--- src/design/websocket_client_frame_encoder_core_macros.svh ---
// Assertion macros for the client frame encoder.
// Each macro checks a property on the rising edge of clk_i, ignored during reset.
`ifndef WEBSOCKET_CLIENT_FRAME_ENCODER_CORE_MACROS_SVH
`define WEBSOCKET_CLIENT_FRAME_ENCODER_CORE_MACROS_SVH
`ifndef SYNTHESIS
// The property must hold at every checked edge.
`define WSFE_ASSERT(lbl, prop, msg) \
  lbl: assert property (@(posedge clk_i) disable iff (!rst_ni) (prop)) else $error(msg);
// The condition must never be seen at a checked edge.
`define WSFE_ASSERT_NEVER(lbl, cond, msg) \
  lbl: assert property (@(posedge clk_i) disable iff (!rst_ni) !(cond)) else $error(msg);
`else
`define WSFE_ASSERT(lbl, prop, msg)
`define WSFE_ASSERT_NEVER(lbl, cond, msg)
`endif
`endif

--- src/design/wsfe_pkg.sv ---
`timescale 1ns / 1ps

package wsfe_pkg;

  // Operation codes of an input beat.
  localparam logic OpStart = 1'b0;
  localparam logic OpData  = 1'b1;

  // Header constants.
  localparam logic [7:0]  HdrFinText = 8'h81;
  localparam logic [7:0]  HdrMaskBit = 8'h80;
  localparam logic [6:0]  LenExt16   = 7'd126;
  localparam logic [15:0] LenExtMin  = 16'd126;

  // Command queue geometry.
  localparam int unsigned QueueDepth = 4;
  localparam int unsigned QueueAw    = $clog2(QueueDepth);

  // Byte positions within a frame header.
  localparam logic [2:0] PosFin   = 3'd0;
  localparam logic [2:0] PosLen   = 3'd1;
  localparam logic [2:0] PosExtHi = 3'd2;
  localparam logic [2:0] PosExtLo = 3'd3;
  localparam logic [2:0] PosKey0  = 3'd4;
  localparam logic [2:0] PosKey3  = 3'd7;

  // Kinds of command passed from the front to the back.
  typedef enum logic [1:0] {
    CmdStart,
    CmdData,
    CmdError
  } cmd_e;

  // One queued command.
  typedef struct packed {
    cmd_e        kind;
    logic [15:0] len;
    logic [31:0] key;
    logic [7:0]  data;
    logic        last;
  } cmd_t;

  // Queue status seen by the front and the back.
  typedef struct packed {
    logic empty;
    logic full;
  } qstat_t;

  // Key byte at a position; byte 0 sits in bits 31..24.
  function automatic logic [7:0] key_byte(input logic [31:0] key, input logic [1:0] pos);
    logic [7:0] kb;
    unique case (pos)
      2'd0: kb = key[31:24];
      2'd1: kb = key[23:16];
      2'd2: kb = key[15:8];
      2'd3: kb = key[7:0];
      default: kb = key[7:0];
    endcase
    return kb;
  endfunction

endpackage

--- src/design/wsfe_front.sv ---
`timescale 1ns / 1ps

module wsfe_front (
  input  logic              clk_i,
  input  logic              rst_ni,
  input  logic              push_i,
  input  logic              operation_i,
  input  logic [19:0]       payload_length_i,
  input  logic [31:0]       mask_key_i,
  input  logic [7:0]        data_byte_i,
  input  wsfe_pkg::qstat_t  qstat_i,
  output logic              full_o,
  output logic              cmd_push_o,
  output wsfe_pkg::cmd_t    cmd_o
);

  logic        frame_open_q, frame_open_d;
  logic [15:0] bytes_left_q, bytes_left_d;
  logic [31:0] mask_held_q, mask_held_d;
  logic [1:0]  mask_pos_q, mask_pos_d;
  logic        accept;
  logic        too_long;
  logic        last_byte;

  assign full_o    = qstat_i.full;
  assign accept    = push_i && !qstat_i.full;
  assign too_long  = (payload_length_i[19:16] != 4'd0);
  assign last_byte = (bytes_left_q == 16'd1);

  // Classify the beat, update the frame state and build the command.
  always_comb begin
    frame_open_d = frame_open_q;
    bytes_left_d = bytes_left_q;
    mask_held_d  = mask_held_q;
    mask_pos_d   = mask_pos_q;
    cmd_push_o   = 1'b0;
    cmd_o.kind   = wsfe_pkg::CmdData;
    cmd_o.len    = payload_length_i[15:0];
    cmd_o.key    = mask_key_i;
    cmd_o.data   = data_byte_i ^ wsfe_pkg::key_byte(mask_held_q, mask_pos_q);
    cmd_o.last   = last_byte;
    if (accept) begin
      if (operation_i == wsfe_pkg::OpStart) begin
        cmd_push_o   = 1'b1;
        mask_pos_d   = 2'd0;
        if (too_long) begin
          cmd_o.kind   = wsfe_pkg::CmdError;
          frame_open_d = 1'b0;
          bytes_left_d = 16'd0;
        end else begin
          cmd_o.kind   = wsfe_pkg::CmdStart;
          frame_open_d = (payload_length_i[15:0] != 16'd0);
          bytes_left_d = payload_length_i[15:0];
          mask_held_d  = mask_key_i;
        end
      end else if (frame_open_q) begin
        // A payload byte is queued only while a frame is open; otherwise it is dropped.
        cmd_push_o   = 1'b1;
        mask_pos_d   = mask_pos_q + 2'd1;
        bytes_left_d = bytes_left_q - 16'd1;
        frame_open_d = !last_byte;
      end
    end
  end

  // Frame state registers.
  always_ff @(posedge clk_i or negedge rst_ni) begin
    if (!rst_ni) begin
      frame_open_q <= 1'b0;
      bytes_left_q <= 16'd0;
      mask_held_q  <= 32'd0;
      mask_pos_q   <= 2'd0;
    end else begin
      frame_open_q <= frame_open_d;
      bytes_left_q <= bytes_left_d;
      mask_held_q  <= mask_held_d;
      mask_pos_q   <= mask_pos_d;
    end
  end

endmodule

--- src/design/wsfe_cmd_fifo.sv ---
`timescale 1ns / 1ps

module wsfe_cmd_fifo (
  input  logic              clk_i,
  input  logic              rst_ni,
  input  logic              push_i,
  input  wsfe_pkg::cmd_t    cmd_i,
  input  logic              pop_i,
  output wsfe_pkg::cmd_t    head_o,
  output wsfe_pkg::qstat_t  qstat_o
);

  wsfe_pkg::cmd_t                  mem_q [wsfe_pkg::QueueDepth];
  logic [wsfe_pkg::QueueAw-1:0]    wr_ptr_q, wr_ptr_d;
  logic [wsfe_pkg::QueueAw-1:0]    rd_ptr_q, rd_ptr_d;
  logic [wsfe_pkg::QueueAw:0]      count_q, count_d;
  logic                            do_push;
  logic                            do_pop;

  assign qstat_o.empty = (count_q == '0);
  assign qstat_o.full  = (count_q == (wsfe_pkg::QueueAw + 1)'(wsfe_pkg::QueueDepth));
  assign do_push       = push_i && !qstat_o.full;
  assign do_pop        = pop_i && !qstat_o.empty;
  assign head_o        = mem_q[rd_ptr_q];

  // Pointer and fill count updates.
  always_comb begin
    wr_ptr_d = do_push ? wr_ptr_q + 1'b1 : wr_ptr_q;
    rd_ptr_d = do_pop ? rd_ptr_q + 1'b1 : rd_ptr_q;
    count_d  = count_q;
    if (do_push && !do_pop) begin
      count_d = count_q + 1'b1;
    end else if (do_pop && !do_push) begin
      count_d = count_q - 1'b1;
    end
  end

  always_ff @(posedge clk_i or negedge rst_ni) begin
    if (!rst_ni) begin
      wr_ptr_q <= '0;
      rd_ptr_q <= '0;
      count_q  <= '0;
    end else begin
      wr_ptr_q <= wr_ptr_d;
      rd_ptr_q <= rd_ptr_d;
      count_q  <= count_d;
    end
  end

  // Command storage.
  always_ff @(posedge clk_i) begin
    if (do_push) begin
      mem_q[wr_ptr_q] <= cmd_i;
    end
  end

endmodule

--- src/design/wsfe_back.sv ---
`timescale 1ns / 1ps

module wsfe_back (
  input  logic              clk_i,
  input  logic              rst_ni,
  input  wsfe_pkg::cmd_t    head_i,
  input  wsfe_pkg::qstat_t  qstat_i,
  output logic              cmd_pop_o,
  input  logic              pop_i,
  output logic              empty_o,
  output logic [7:0]        out_byte_o,
  output logic              frame_end_o,
  output logic              too_large_o
);

  logic [2:0] pos_q, pos_d;
  logic       out_valid_q, out_valid_d;
  logic [7:0] out_byte_q, out_byte_d;
  logic       frame_end_q, frame_end_d;
  logic       too_large_q, too_large_d;
  logic       out_ready;
  logic       emit;
  logic       last_beat;
  logic       ext_len;

  assign out_ready = !out_valid_q || pop_i;
  assign emit      = !qstat_i.empty && out_ready;
  assign ext_len   = (head_i.len >= wsfe_pkg::LenExtMin);
  assign cmd_pop_o = emit && last_beat;

  // Expand the head command into the byte for this beat.
  always_comb begin
    out_byte_d  = 8'd0;
    frame_end_d = 1'b0;
    too_large_d = 1'b0;
    last_beat   = 1'b1;
    unique case (head_i.kind)
      wsfe_pkg::CmdStart: begin
        last_beat = (pos_q == wsfe_pkg::PosKey3);
        unique case (pos_q)
          wsfe_pkg::PosFin: out_byte_d = wsfe_pkg::HdrFinText;
          wsfe_pkg::PosLen: begin
            out_byte_d = ext_len ? (wsfe_pkg::HdrMaskBit | {1'b0, wsfe_pkg::LenExt16})
                                 : (wsfe_pkg::HdrMaskBit | {1'b0, head_i.len[6:0]});
          end
          wsfe_pkg::PosExtHi: out_byte_d = head_i.len[15:8];
          wsfe_pkg::PosExtLo: out_byte_d = head_i.len[7:0];
          default: out_byte_d = wsfe_pkg::key_byte(head_i.key, pos_q[1:0]);
        endcase
        frame_end_d = last_beat && (head_i.len == 16'd0);
      end
      wsfe_pkg::CmdData: begin
        out_byte_d  = head_i.data;
        frame_end_d = head_i.last;
      end
      wsfe_pkg::CmdError: begin
        frame_end_d = 1'b1;
        too_large_d = 1'b1;
      end
      default: begin
        frame_end_d = 1'b1;
        too_large_d = 1'b1;
      end
    endcase
  end

  // Header position sequencing; short lengths skip the extended bytes.
  always_comb begin
    pos_d = pos_q;
    if (emit && head_i.kind == wsfe_pkg::CmdStart) begin
      if (last_beat) begin
        pos_d = wsfe_pkg::PosFin;
      end else if (pos_q == wsfe_pkg::PosLen && !ext_len) begin
        pos_d = wsfe_pkg::PosKey0;
      end else begin
        pos_d = pos_q + 3'd1;
      end
    end
  end

  // Output register valid flag.
  always_comb begin
    out_valid_d = out_valid_q;
    if (emit) begin
      out_valid_d = 1'b1;
    end else if (pop_i) begin
      out_valid_d = 1'b0;
    end
  end

  always_ff @(posedge clk_i or negedge rst_ni) begin
    if (!rst_ni) begin
      pos_q       <= wsfe_pkg::PosFin;
      out_valid_q <= 1'b0;
    end else begin
      pos_q       <= pos_d;
      out_valid_q <= out_valid_d;
    end
  end

  // Output beat payload.
  always_ff @(posedge clk_i) begin
    if (emit) begin
      out_byte_q  <= out_byte_d;
      frame_end_q <= frame_end_d;
      too_large_q <= too_large_d;
    end
  end

  assign empty_o     = !out_valid_q;
  assign out_byte_o  = out_byte_q;
  assign frame_end_o = frame_end_q;
  assign too_large_o = too_large_q;

endmodule

--- src/design/websocket_client_frame_encoder_core.sv ---
`timescale 1ns / 1ps

// Masked client text frame encoder. A start beat (operation 0) queues a frame
// header: 0x81, the masked length byte, two extended length bytes when the
// length is 126 or more, then the four key bytes. Each payload beat (operation 1)
// yields one masked byte, the frame's final byte carrying frame_end. A length of
// 65536 or more yields a single beat with too_large set; payload beats with no
// frame open are accepted and dropped. A start beat holds the byte sequencer
// for all of its header bytes, while a 4-entry command queue keeps the input
// side accepting one beat per cycle until it fills. Results come out one byte
// per cycle, while pop keeps up, from a single output register.

`include "websocket_client_frame_encoder_core_macros.svh"

module websocket_client_frame_encoder_core (
  input  logic        clk_i,
  input  logic        rst_ni,
  input  logic        push,
  output logic        full,
  input  logic        operation_i,
  input  logic [19:0] payload_length_i,
  input  logic [31:0] mask_key_i,
  input  logic [7:0]  data_byte_i,
  output logic        empty,
  input  logic        pop,
  output logic [7:0]  out_byte_o,
  output logic        frame_end_o,
  output logic        too_large_o
);

  wsfe_pkg::cmd_t   cmd_in;
  wsfe_pkg::cmd_t   cmd_head;
  wsfe_pkg::qstat_t qstat;
  logic             cmd_push;
  logic             cmd_pop;

  // Front: accept and classify beats, track the open frame.
  wsfe_front u_front (
    .clk_i            (clk_i),
    .rst_ni           (rst_ni),
    .push_i           (push),
    .operation_i      (operation_i),
    .payload_length_i (payload_length_i),
    .mask_key_i       (mask_key_i),
    .data_byte_i      (data_byte_i),
    .qstat_i          (qstat),
    .full_o           (full),
    .cmd_push_o       (cmd_push),
    .cmd_o            (cmd_in)
  );

  // Command queue between front and back.
  wsfe_cmd_fifo u_fifo (
    .clk_i   (clk_i),
    .rst_ni  (rst_ni),
    .push_i  (cmd_push),
    .cmd_i   (cmd_in),
    .pop_i   (cmd_pop),
    .head_o  (cmd_head),
    .qstat_o (qstat)
  );

  // Back: expand commands into output bytes.
  wsfe_back u_back (
    .clk_i       (clk_i),
    .rst_ni      (rst_ni),
    .head_i      (cmd_head),
    .qstat_i     (qstat),
    .cmd_pop_o   (cmd_pop),
    .pop_i       (pop),
    .empty_o     (empty),
    .out_byte_o  (out_byte_o),
    .frame_end_o (frame_end_o),
    .too_large_o (too_large_o)
  );

  // The front never queues a command into a full queue.
  `WSFE_ASSERT_NEVER(a_no_push_full, cmd_push && qstat.full, "command pushed into full queue")
  // The back only retires a command that is present.
  `WSFE_ASSERT_NEVER(a_no_pop_empty, cmd_pop && qstat.empty, "command popped from empty queue")
  // An error beat is a lone zero byte that ends the frame.
  `WSFE_ASSERT(a_error_beat, (!empty && too_large_o) |-> (frame_end_o && out_byte_o == 8'd0), "malformed error beat")

endmodule
--- config.mk ---
export PLATFORM = sky130hd
export DESIGN_NAME = websocket_client_frame_encoder_core
export DESIGN_NICKNAME = d
export VERILOG_FILES = /design/src/design/wsfe_pkg.sv /design/src/design/wsfe_front.sv /design/src/design/wsfe_cmd_fifo.sv /design/src/design/wsfe_back.sv /design/src/design/websocket_client_frame_encoder_core.sv
export VERILOG_INCLUDE_DIRS = /design/src /design/src/design
export SDC_FILE = /design/constraint.sdc
export NUM_CORES = 1
export LEC_CHECK = 0
export ABC_AREA = 1
export BUFFER_PORTS_ARGS = -buffer_cell sky130_fd_sc_hd__buf_4
export CAP_MARGIN = 20
export CORE_UTILIZATION = 40
export CTS_CLUSTER_SIZE = 8
export DETAILED_ROUTE_END_ITERATION = 12
export PLACE_DENSITY_LB_ADDON = 0.25
export SYNTH_ARGS = -nofsm -noshare
export SYNTH_HDL_FRONTEND = slang
export SYNTH_SLANG_ARGS = --single-unit
--- constraint.sdc ---
create_clock -name clk_i -period 5.86 [get_ports clk_i]
set_input_delay 1.172 -clock clk_i [delete_from_list [all_inputs] [get_ports clk_i]]
set_output_delay 1.172 -clock clk_i [all_outputs]
set_load 0.1 [all_outputs]
==> results of run 1 <==
-- cell type report --
type / instances / area [µm²]
Tap cell: 435 / 544
Clock buffer: 76 / 1220
Timing Repair Buffer: 90 / 676
Multi-Input combinational cell: 714 / 3730
Clock inverter: 4 / 75.1
Sequential cell: 308 / 8940
Inverter: 50 / 189
Fill cell: 2915 / 16500
-- kinds of logic after synthesis --
family                     after synthesis  synth area share [%]
buffers and inverters                  104                  3.41
and+or+nand+nor                        421                  13.0
muxes                                   32                  2.75
DFF                                    308                  68.3
adders and majority gates               19                  1.87
xor gates and xnor gates                13                 0.870
AOI/OAI and AO/OA                      229                  9.76
-- per-stage QoR --
stage | hold slack, ns | utilization [%] | setup WS [ns] | total power (µW) | instances
floorplan | 0.453 | - | 1.11 | 4970 | 1126
finish | 0.493 | 48.2 | 2.54 | 8120 | 1677
CTS | 0.495 | 48.2 | 2.54 | 8170 | 1677
global placement | 0.471 | 44.2 | 2.37 | 5770 | 1597
global route | 0.507 | 48.2 | 2.27 | 8600 | 1677
detailed placement | 0.484 | 44.2 | 2.31 | 5790 | 1597
-- worst min-delay path: cells and delay by family, from the launching register on --
family          cells  cell delay [ns]
compound gates      1             0.07
simple gates        1             0.05
flops               1             0.34
-- power by group through the flow --
stage	clock [µW]	sequential, µW	combinational [µW]
after floorplan	0	3240	1730
after detailed placement	0	3040	2760
after CTS	2410	3000	2770
final	2360	3000	2760
after global placement	0	3020	2740
after global routing	2500	3030	3060
-- state kept, by name, indices dropped and copies added, names as in the netlist --
| name | count |
|---|---|
| u_fifo.wr_ptr_q | 2 |
| u_fifo.mem_q | 236 |
| u_front.mask_pos_q | 2 |
| u_back.frame_end_o | 1 |
| u_back.pos_q | 3 |
| u_front.mask_held_q | 32 |
| u_back.out_byte_o | 8 |
| u_fifo.count_q | 3 |
| u_front.frame_open_q | 1 |
| u_back.out_valid_q | 1 |
| u_back.too_large_o | 1 |
| u_front.bytes_left_q | 16 |
| u_fifo.rd_ptr_q | 2 |
-- final timing paths --
check,startpoint,end,slack [ns],depth (start not counted)
min in group asynchronous,rst_ni,u_front.bytes_left_q[11],0.77,1
worst min register to register,u_front.bytes_left_q[6],u_front.bytes_left_q[6],0.49,2
worst max-delay path,u_fifo.rd_ptr_q[0],u_back.out_byte_o[2],2.54,14
max in group asynchronous,rst_ni,u_fifo.rd_ptr_q[0],4.39,1
worst max register to register,u_fifo.rd_ptr_q[0],u_back.out_byte_o[2],2.54,14
worst min-delay path,u_front.bytes_left_q[6],u_front.bytes_left_q[6],0.49,2
-- metal layers --
| layer | up-vias | share of wire, % | track usage, % |
|---|---|---|---|
| li1 | 4181 | - | - |
| met5 | - | 0 | 0 |
| met1 | 4232 | 46 | 27.4 |
| met3 | 70 | 5.4 | 3.36 |
| met2 | 273 | 45 | 29.3 |
| met4 | 0 | 2.8 | 7.27 |
-- cells in the final DEF, fill, tap and decap left out, types with 3 or more instances in the layout --
cell type / instances
inv_1: 44
ha_1: 18
nand4_1: 4
clkbuf_16: 44
o21ai_0: 129
nor2_1: 115
xor2_1: 4
xnor2_1: 9
o31ai_1: 3
nand3_1: 62
edfxtp_1: 246
nor3_1: 6
a22oi_1: 6
clkbuf_1: 32
o22ai_1: 23
a221oi_1: 3
a21oi_1: 43
o21ai_1: 3
buf_4: 90
mux2_2: 32
clkinv_1: 3
nand2_1: 218
a32o_1: 3
nor2_4: 4
nor4_1: 8
o211ai_1: 3
dfrtp_1: 61
==> flow_metrics.py, run 1 <==
metrics = {
    "synth": {
        "async_flop_share_pct": 20.1,
        "yosys_warnings": 0,
        "synth_edf_count": 246,
        "synth-seq-area-share_pct": 68.3,
        "synth_area_um2": 13100,
        "synth_common_cells": "246 x edfxtp_1, 218 x nand2_1, 129 x o21ai_0, 120 x nor2_1",
        "ys.flop_type": "edfxtp_1",
        "synth_cells": 1126,
        "avgSynthCellArea_um2": 11.6,
        "yosysTopAreaCellShare_pct": 56.4,
        "yosysMostFrequentCell": "edfxtp_1",
        "synth_seq_cells": 308,
        "ys_top_cells_by_area": "edfxtp_1 56%, dfrtp_1 12%, nand2_1 6.3%",
        "yosysTopAreaCell": "edfxtp_1",
        "synthesis.nets": 1210,
        "synth_cell_type_count": 41,
    },
    "timing": {
        "fmax_mhz": 301,
        "tightestPinTransition_ns": 1.11,
        "fin_tns_setup_ns": 0,
        "clock_skew_ns": 0.0190,
        "rsz0062_at_grt": "false",
        "hold_viol": 0,
        "min_period_over_period_pct": 56.7,
        "drv_slew": 0,
        "finalSetupViolCount": 0,
        "maxSlewHeadroom_pct": 26.0,
        "period_needed_ns": 3.32,
    },
    "floorplanning": {
        "pin_count": 77,
        "die_w_um": 183,
        "die_y_um": 183,
        "design.core.area_um2": 31900,
        "rows": 65,
        "dieArea_um2": 33400,
        "start_util_pct": 41.1,
    },
    "global_route": {
        "grt_pass1_wl_um": 48800,
        "antenna_found_initial": 0,
        "grt_max_degree": 101,
        "grt_remaining_overflow": 0,
        "grt_pass1_vias": 8541,
        "grt_usage_pct": 19.2,
    },
    "detailed_routing": {
        "drt-total-wl_um": 31500,
        "drtPass1Iterations": 8,
        "drt_iter0_markers": 729,
        "ant_nets": 0,
        "viasPerCell": 5.22,
        "drc": 0,
        "vias": 8756,
        "routedWlPerCell_um": 18.8,
    },
    "cts": {
        "clkSlewWorstSetupHoldPaths_ns": 0.05,
        "clk_latency_ns": 0.54,
        "clockBufferDepth": 3,
        "clockRootBuffer": "clkbuf_16",
        "cts_setup_buffers": 0,
        "htree_levels": 2,
        "cts_buffers": 44,
        "cts_tree": "done",
        "cts.sinks": 308,
        "ctsResizeCount": 0,
        "cts_hold_buf": 0,
    },
    "pwr": {
        "swShare_pct": 37.7,
        "ir_drop_v": 0.000251,
        "power.density_nw_per_um2": 528,
        "p_int_uw": 5060,
        "cellLeakagePower_uw": 0.00581,
        "p_clk_share_pct": 29.1,
        "comb_power_share_pct": 34.0,
        "netSwitchingPower_uw": 3060,
        "p_seq_share_pct": 36.9,
    },
    "cells_and_area": {
        "layout-drive-gt1-share_pct": 14.6,
        "finish.net_count": 1292,
        "fin_area_um2": 15400,
        "syn2layout_area_growth_pct": 17.5,
        "n_antenna_cell": 0,
    },
    "critical_path": {
        "critPathLaunchType": "flip-flop",
        "crit_chain": "clkinv_2, buf_4, nand2_1, nand3_1, nand2_1, nand2_1, nor2_1, nand2_1, nor2_1, nand2_1, nand2_1, nand2_1, o211ai_1, nand2_1",
        "cp_slowest_cell": "buf_4",
        "path_delay_family": "simple AND/OR/NAND/NOR gates",
        "critPathArrivalTime_ns": 3.60,
        "critPathMaxStageDelay_ns": 0.57,
        "path_max_fanout": 79,
        "crit_top_cell": "nand2_1",
        "path_class": "flip-flop to flip-flop",
        "endpoint_kind": "flip-flop",
        "critPathBufInv": 2,
        "cp.required_ns": 6.14,
    },
    "placement": {
        "routabilityCongestion": 0.862,
        "postPlaceCellArea_um2": 14100,
        "dp_hpwl_um": 19400,
        "port_buffers": 76,
    },
    "flow_run": {
        "max_cap_viol_count": 0,
    },
    "hold_path": {
        "min_path_type": "flip-flop to flip-flop",
    },
    "run_status": {
        "outcome": "complete, no violations",
    },
}
(Power assumes the default switching activity.)
==> run 2, diff against run 1 <==
==> constraint.sdc (replaced) <==
create_clock -name clk_i -period 2.9 [get_ports clk_i]
set_input_delay 0.58 -clock clk_i [delete_from_list [all_inputs] [get_ports clk_i]]
set_output_delay 0.58 -clock clk_i [all_outputs]
set_load 0.1 [all_outputs]
==> run 2 against run 1 <==
Critical path type unchanged. Critical endpoint is now u_fifo.count_q[2]. Critical path depth fell by 2. Fmax rose by 33%. Die area did not move. Worst setup slack got worse by 2.1 ns. Hold slack got worse by 0.48 ns. Largest cell class unchanged. Core utilization rose by 0.83 points. Non-clock buffer count rose by 17. Routed wire length rose by 3.5%. First-iteration DRC count rose by 8.4%. Clock power rose by 110%. Combinational power rose by 110%. Clock skew barely moved.
==> flow_metrics.py, run 2 (synthesized netlist as in run 1, its figures left out) <==
metrics = {
    "cells_and_area": {
        "largest_reg_flops": 236,
        "regMostFlops": "u_fifo.mem_q",
        "layout-drive-gt1-share_pct": 15.7,
        "finish.net_count": 1309,
        "fin_util_pct": 49.1,
        "syn2layout_area_growth_pct": 19.6,
        "layout_common_cells": "246 x edfxtp_1, 218 x nand2_1, 129 x o21ai_0",
        "n_antenna_cell": 0,
        "final_common_cell": "edfxtp_1",
        "reg_top3": "u_fifo.mem_q: 236 flops, u_front.mask_held_q: 32 flops, u_front.bytes_left_q: 16 flops",
        "fin_area_um2": 15600,
    },
    "cts": {
        "ctsResizeCount": 0,
        "cts_tree": "done",
        "cts.sinks": 308,
        "clockBufferDepth": 3,
        "clockRootBuffer": "clkbuf_16",
        "htree_levels": 2,
        "clk_latency_ns": 0.54,
        "cts_buffers": 44,
        "clkSlewWorstSetupHoldPaths_ns": 0.05,
        "cts_hold_buf": 0,
        "cts_setup_buffers": 0,
    },
    "timing": {
        "rsz0062_at_grt": "false",
        "period_needed_ns": 2.51,
        "setup_ws_ns": 0.394,
        "maxSlewHeadroom_pct": 53.7,
        "clock_skew_ns": 0.0185,
        "drv_slew": 0,
        "tightestPinTransition_ns": 0.695,
        "fmax_mhz": 399,
        "hold_viol": 0,
        "min_period_over_period_pct": 86.4,
        "finalSetupViolCount": 0,
    },
    "floorplanning": {
        "dieArea_um2": 33400,
        "rows": 65,
        "die_y_um": 183,
        "pin_count": 77,
        "start_util_pct": 41.1,
        "die_w_um": 183,
        "design.core.area_um2": 31900,
    },
    "critical_path": {
        "path_class": "flip-flop to flip-flop",
        "path_max_fanout": 8,
        "critPathArrivalTime_ns": 2.91,
        "cp.required_ns": 3.31,
        "endpoint_kind": "flip-flop",
        "critPathLaunchType": "flip-flop",
    },
    "global_route": {
        "grt_pass1_vias": 8759,
        "grt_pass1_wl_um": 50500,
        "antenna_found_initial": 0,
        "grt_usage_pct": 19.9,
        "grt_remaining_overflow": 0,
        "grt_max_degree": 71,
    },
    "placement": {
        "routabilityCongestion": 0.879,
        "port_buffers": 76,
        "dp_slack_ns": 0.410,
        "dp_hpwl_um": 20300,
        "postPlaceCellArea_um2": 14300,
    },
    "pwr": {
        "cellLeakagePower_uw": 0.00594,
        "ir_drop_v": 0.000605,
        "power.density_nw_per_um2": 1060,
        "power.total_uw": 16600,
    },
    "hold_path": {
        "min_path_type": "input port to async pin",
    },
    "detailed_routing": {
        "drc": 0,
        "viasPerCell": 5.25,
        "drtPass1Iterations": 5,
        "drt_iter0_markers": 790,
        "routedWlPerCell_um": 19.2,
        "vias": 8891,
        "drt-total-wl_um": 32600,
        "ant_nets": 0,
    },
    "run_status": {
        "outcome": "complete, no violations",
    },
    "flow_run": {
        "max_cap_viol_count": 0,
    },
}
[run 2: cell count changes in the layout (fill, tap and decap cells not counted)]
cell,delta
inv_6,-1
clkinv_8,-1
buf_4,+8
inv_16,+1
buf_12,+9
clkbuf_16,+1
clkbuf_1,+1
[run 2: worst paths after layout]
| kind | from | end | slack (ns) | cells past startpoint |
|---|---|---|---|---|
| min reg2reg | u_front.bytes_left_q[6] | u_front.bytes_left_q[6] | 0.49 | 2 |
| max reg2reg | u_fifo.rd_ptr_q[0] | u_fifo.count_q[2] | 0.39 | 12 |
| min in group clk_i | pop | u_back.out_valid_q | 0.23 | 2 |
| max in group asynchronous | rst_ni | u_back.pos_q[2] | 2.31 | 2 |
| min | rst_ni | u_front.bytes_left_q[6] | 0.02 | 1 |
| max | u_fifo.rd_ptr_q[0] | u_fifo.count_q[2] | 0.39 | 12 |
[run 2: through the flow]
| stage | instances | setup TNS, ns | hold WS [ns] |
|---|---|---|---|
| after global routing | 1695 | 0 | 0.0300 |
| after detailed placement | 1614 | 0 | 0.486 |
| after global placement | 1614 | 0 | 0.471 |
| after floorplan | 1126 | -72.66 | 0.284 |
| after CTS | 1695 | 0 | 0.0166 |
| final | 1695 | 0 | 0.0170 |
[run 2: power breakdown]
part           switching (µW)  internal, µW  total [µW]
clock network            1850          3000        4850
registers                 314          5700        6020
logic                    4070          1700        5770
[run 2: layout make-up]
type / count / area, µm²
flip-flops and latches: 308 / 8940
clock buffers: 78 / 1250
repair buffers: 107 / 916
multi-input cells: 714 / 3730
fillers: 2875 / 16200
clock inverters: 3 / 70.1
well taps: 435 / 544
inverters: 50 / 189
[run 2: worst max-delay path: stages (launching register included)]
cell and delay [ns]:
dfrtp_4 0.51, o21ai_0 0.21, o22a_1 0.20, nand2_2 0.11
inv_2 0.14, nand2_1 0.12, nand2_1 0.11, ha_1 0.14
inv_1 0.07, fa_1 0.38, a21oi_1 0.14, o21ai_0 0.11
xor2_1 0.15
[run 2: per-layer routing]
| metal | vias up | global-route usage [%] | wire length, µm |
|---|---|---|---|
| li1 | 4214 | - | - |
| met1 | 4359 | 27.9 | 14800 |
| met2 | 269 | 31.9 | 15200 |
| met3 | 49 | 3.63 | 2020 |
| met4 | 0 | 5.47 | 542 |
| met5 | - | 0 | 0 |
==> run 3, diff against run 2 <==
--- a/config.mk
+++ b/config.mk
@@ -9,10 +9,11 @@
 export ABC_AREA = 1
 export BUFFER_PORTS_ARGS = -buffer_cell sky130_fd_sc_hd__buf_4
 export CAP_MARGIN = 20
-export CORE_UTILIZATION = 40
+export CORE_UTILIZATION = 43
 export CTS_CLUSTER_SIZE = 8
 export DETAILED_ROUTE_END_ITERATION = 12
 export PLACE_DENSITY_LB_ADDON = 0.25
 export SYNTH_ARGS = -nofsm -noshare
 export SYNTH_HDL_FRONTEND = slang
+export SYNTH_HIERARCHICAL = 1
 export SYNTH_SLANG_ARGS = --single-unit
==> run 3 against run 2 <==
Sequential share of layout area is 2.7 points lower. Die area is 3.5% higher. Clock power is 3% lower. Worst setup slack worse by 0.014 ns. Highest routed layer unchanged.
==> flow_metrics.py, run 3 <==
metrics = {
    "cells_and_area": {
        "finish.net_count": 1553,
        "final_common_cell": "nand2_1",
        "reg_top3": "u_fifo/mem_q: 236 flops, u_front/mask_held_q: 32 flops, u_front/bytes_left_q: 16 flops",
        "layout-drive-gt1-share_pct": 11.4,
        "fillers": 3023,
        "syn2layout_area_growth_pct": 12.7,
        "largest_reg_flops": 236,
        "n_antenna_cell": 0,
        "regMostFlops": "u_fifo/mem_q",
        "fin_area_um2": 16400,
        "layout_common_cells": "393 x nand2_1, 246 x edfxtp_1, 212 x inv_1",
    },
    "detailed_routing": {
        "topRoutingLayerUsed": "met4",
        "vias": 9711,
        "drt-total-wl_um": 33300,
        "wl_met3_um": 1760,
        "routedWlPerCell_um": 17.1,
        "wl_met2_um": 15200,
        "drc": 0,
        "wl_met1_um": 15600,
        "drt_iter0_markers": 759,
        "viasPerCell": 5.00,
        "ant_nets": 0,
        "drtPass1Iterations": 5,
    },
    "critical_path": {
        "path_delay_family": "simple AND/OR/NAND/NOR gates",
        "critPathBufInv": 4,
        "cp.required_ns": 3.32,
        "path_class": "flip-flop to flip-flop",
        "critPathLaunchType": "flip-flop",
        "endpoint_kind": "flip-flop",
        "crit_top_cell": "nand2_1",
        "critPathMaxStageDelay_ns": 0.40,
        "cp_slowest_cell": "dfrtp_1",
        "critPathArrivalTime_ns": 2.94,
        "path_max_fanout": 6,
        "crit_chain": "inv_1, nand3_1, inv_1, nor2_4, nand2_1, nand2_2, nand2_1, inv_1, ha_1, inv_1, fa_1, nand2_1, nand3_1, nand2_1, nand2_1",
    },
    "flow_run": {
        "max_cap_viol_count": 0,
    },
    "synth": {
        "synth_cell_type_count": 38,
        "synth_edf_count": 246,
        "ys.flop_type": "edfxtp_1",
        "synthesis.nets": 1517,
        "yosysTopAreaCellShare_pct": 50.7,
        "ys_top_cells_by_area": "edfxtp_1 51%, dfrtp_1 11%, nand2_1 10%",
        "yosys_warnings": 6,
        "yosysTopAreaCell": "edfxtp_1",
        "synth-seq-area-share_pct": 61.4,
        "synth_cells": 1433,
        "synth_area_um2": 14600,
        "async_flop_share_pct": 20.1,
        "avgSynthCellArea_um2": 10.2,
        "synth_seq_cells": 308,
        "yosysMostFrequentCell": "nand2_1",
        "synth_common_cells": "393 x nand2_1, 246 x edfxtp_1, 212 x inv_1, 120 x o211ai_1, 85 x nand3_1",
    },
    "cts": {
        "htree_levels": 2,
        "cts_buffers": 44,
        "clockRootBuffer": "clkbuf_16",
        "cts_setup_buffers": 0,
        "cts_hold_buf": 0,
        "clockBufferDepth": 3,
        "clk_latency_ns": 0.54,
        "ctsResizeCount": 0,
        "clkSlewWorstSetupHoldPaths_ns": 0.06,
        "cts_tree": "done",
        "cts.sinks": 308,
    },
    "global_route": {
        "antenna_found_initial": 0,
        "grt_max_degree": 159,
        "grt_usage_pct": 19.8,
        "grt_remaining_overflow": 0,
        "grt_pass1_wl_um": 51700,
        "grt_pass1_vias": 9287,
    },
    "floorplanning": {
        "die_y_um": 186,
        "rows": 67,
        "design.core.area_um2": 33400,
        "start_util_pct": 43.5,
        "dieArea_um2": 34600,
        "die_w_um": 186,
        "pin_count": 77,
    },
    "placement": {
        "dp_hpwl_um": 21900,
        "port_buffers": 76,
        "postPlaceCellArea_um2": 15100,
        "dp_slack_ns": 0.328,
        "routabilityCongestion": 0.836,
    },
    "timing": {
        "setup_ws_ns": 0.380,
        "fmax_mhz": 397,
        "maxSlewHeadroom_pct": 42.6,
        "clock_skew_ns": 0.0232,
        "holdWs_ns": 0.147,
        "drv_slew": 0,
        "tightestPinTransition_ns": 0.861,
        "rsz0062_at_grt": "false",
        "finalSetupViolCount": 0,
        "hold_viol": 0,
        "min_period_over_period_pct": 86.9,
        "period_needed_ns": 2.52,
    },
    "pwr": {
        "ir_drop_v": 0.000780,
        "cellLeakagePower_uw": 0.00710,
        "power.density_nw_per_um2": 1080,
        "power.total_uw": 17700,
    },
    "hold_path": {
        "min_path_type": "input port to async pin",
    },
    "run_status": {
        "outcome": "complete, no violations",
    },
}
[run 3: cell types whose count changed after synthesis, moves of 23 or more]
cell / delta
nand2_1: +175
nor2_1: -42
o21ai_0: -107
nand3_1: +23
o211ai_1: +117
inv_1: +168
mux2_2: -32
buf_6: +28
buf_4: +46
[run 3: final timing paths]
check,from,endpoint,cells after the start,slack [ns]
setup / recovery,u_fifo/count_q[0],u_fifo/count_q[2],15,0.38
setup reg to reg,u_fifo/count_q[0],u_fifo/count_q[2],15,0.38
min in group clk_i,mask_key_i[29],u_fifo/mem_q[1][38],1,0.26
hold / removal,rst_ni,u_front/bytes_left_q[9],1,0.15
hold reg to reg,u_front/mask_held_q[21],u_front/mask_held_q[21],2,0.47
max in group asynchronous,rst_ni,u_fifo/rd_ptr_q[1],1,2.14
[run 3: routing by layer]
metal | global-route usage, % | vias up
met5 | 0 | -
met2 | 31.3 | 259
met3 | 2.78 | 49
met4 | 5.70 | 0
li1 | - | 4804
met1 | 28.3 | 4599
[run 3: cells by family (layout without fill, tap and decap cells)]
logic type | count (synthesis) | count (layout) | share of synthesized area, %
buffers and inverters | 326 | 388 | 11.5
adder cells (fa/ha/maj) | 19 | 19 | 1.68
flip-flops | 308 | 308 | 61.4
AND/OR/NAND/NOR | 572 | 572 | 15.9
XOR/XNOR | 1 | 1 | 0.0601
AO/OA/AOI/OAI | 207 | 207 | 9.53
[run 3: final cells by class]
type,instances,area (µm²),area share [%]
flip-flops and latches,308,8940,54.5
well taps,448,561,3.42
multi-input cells,799,3990,24.3
clock inverters,4,75.1,0.458
inverters,216,816,4.97
repair buffers,100,838,5.11
clock buffers,68,1190,7.26
[run 3: through the flow]
stage,TNS [ns],instances,utilization [%]
after CTS,0,1943,49.1
after global routing,0,1943,49.1
after global placement,0,1871,45.3
after floorplan,-107.47,1433,-
final,0,1943,49.1
after detailed placement,0,1871,45.3
[run 3: where the power goes]
part	switching [µW]	internal, µW	leakage [µW]
Sequential	406	6030	0.00299
Clock	1810	2890	0.000606
Combinational	4690	1870	0.00350
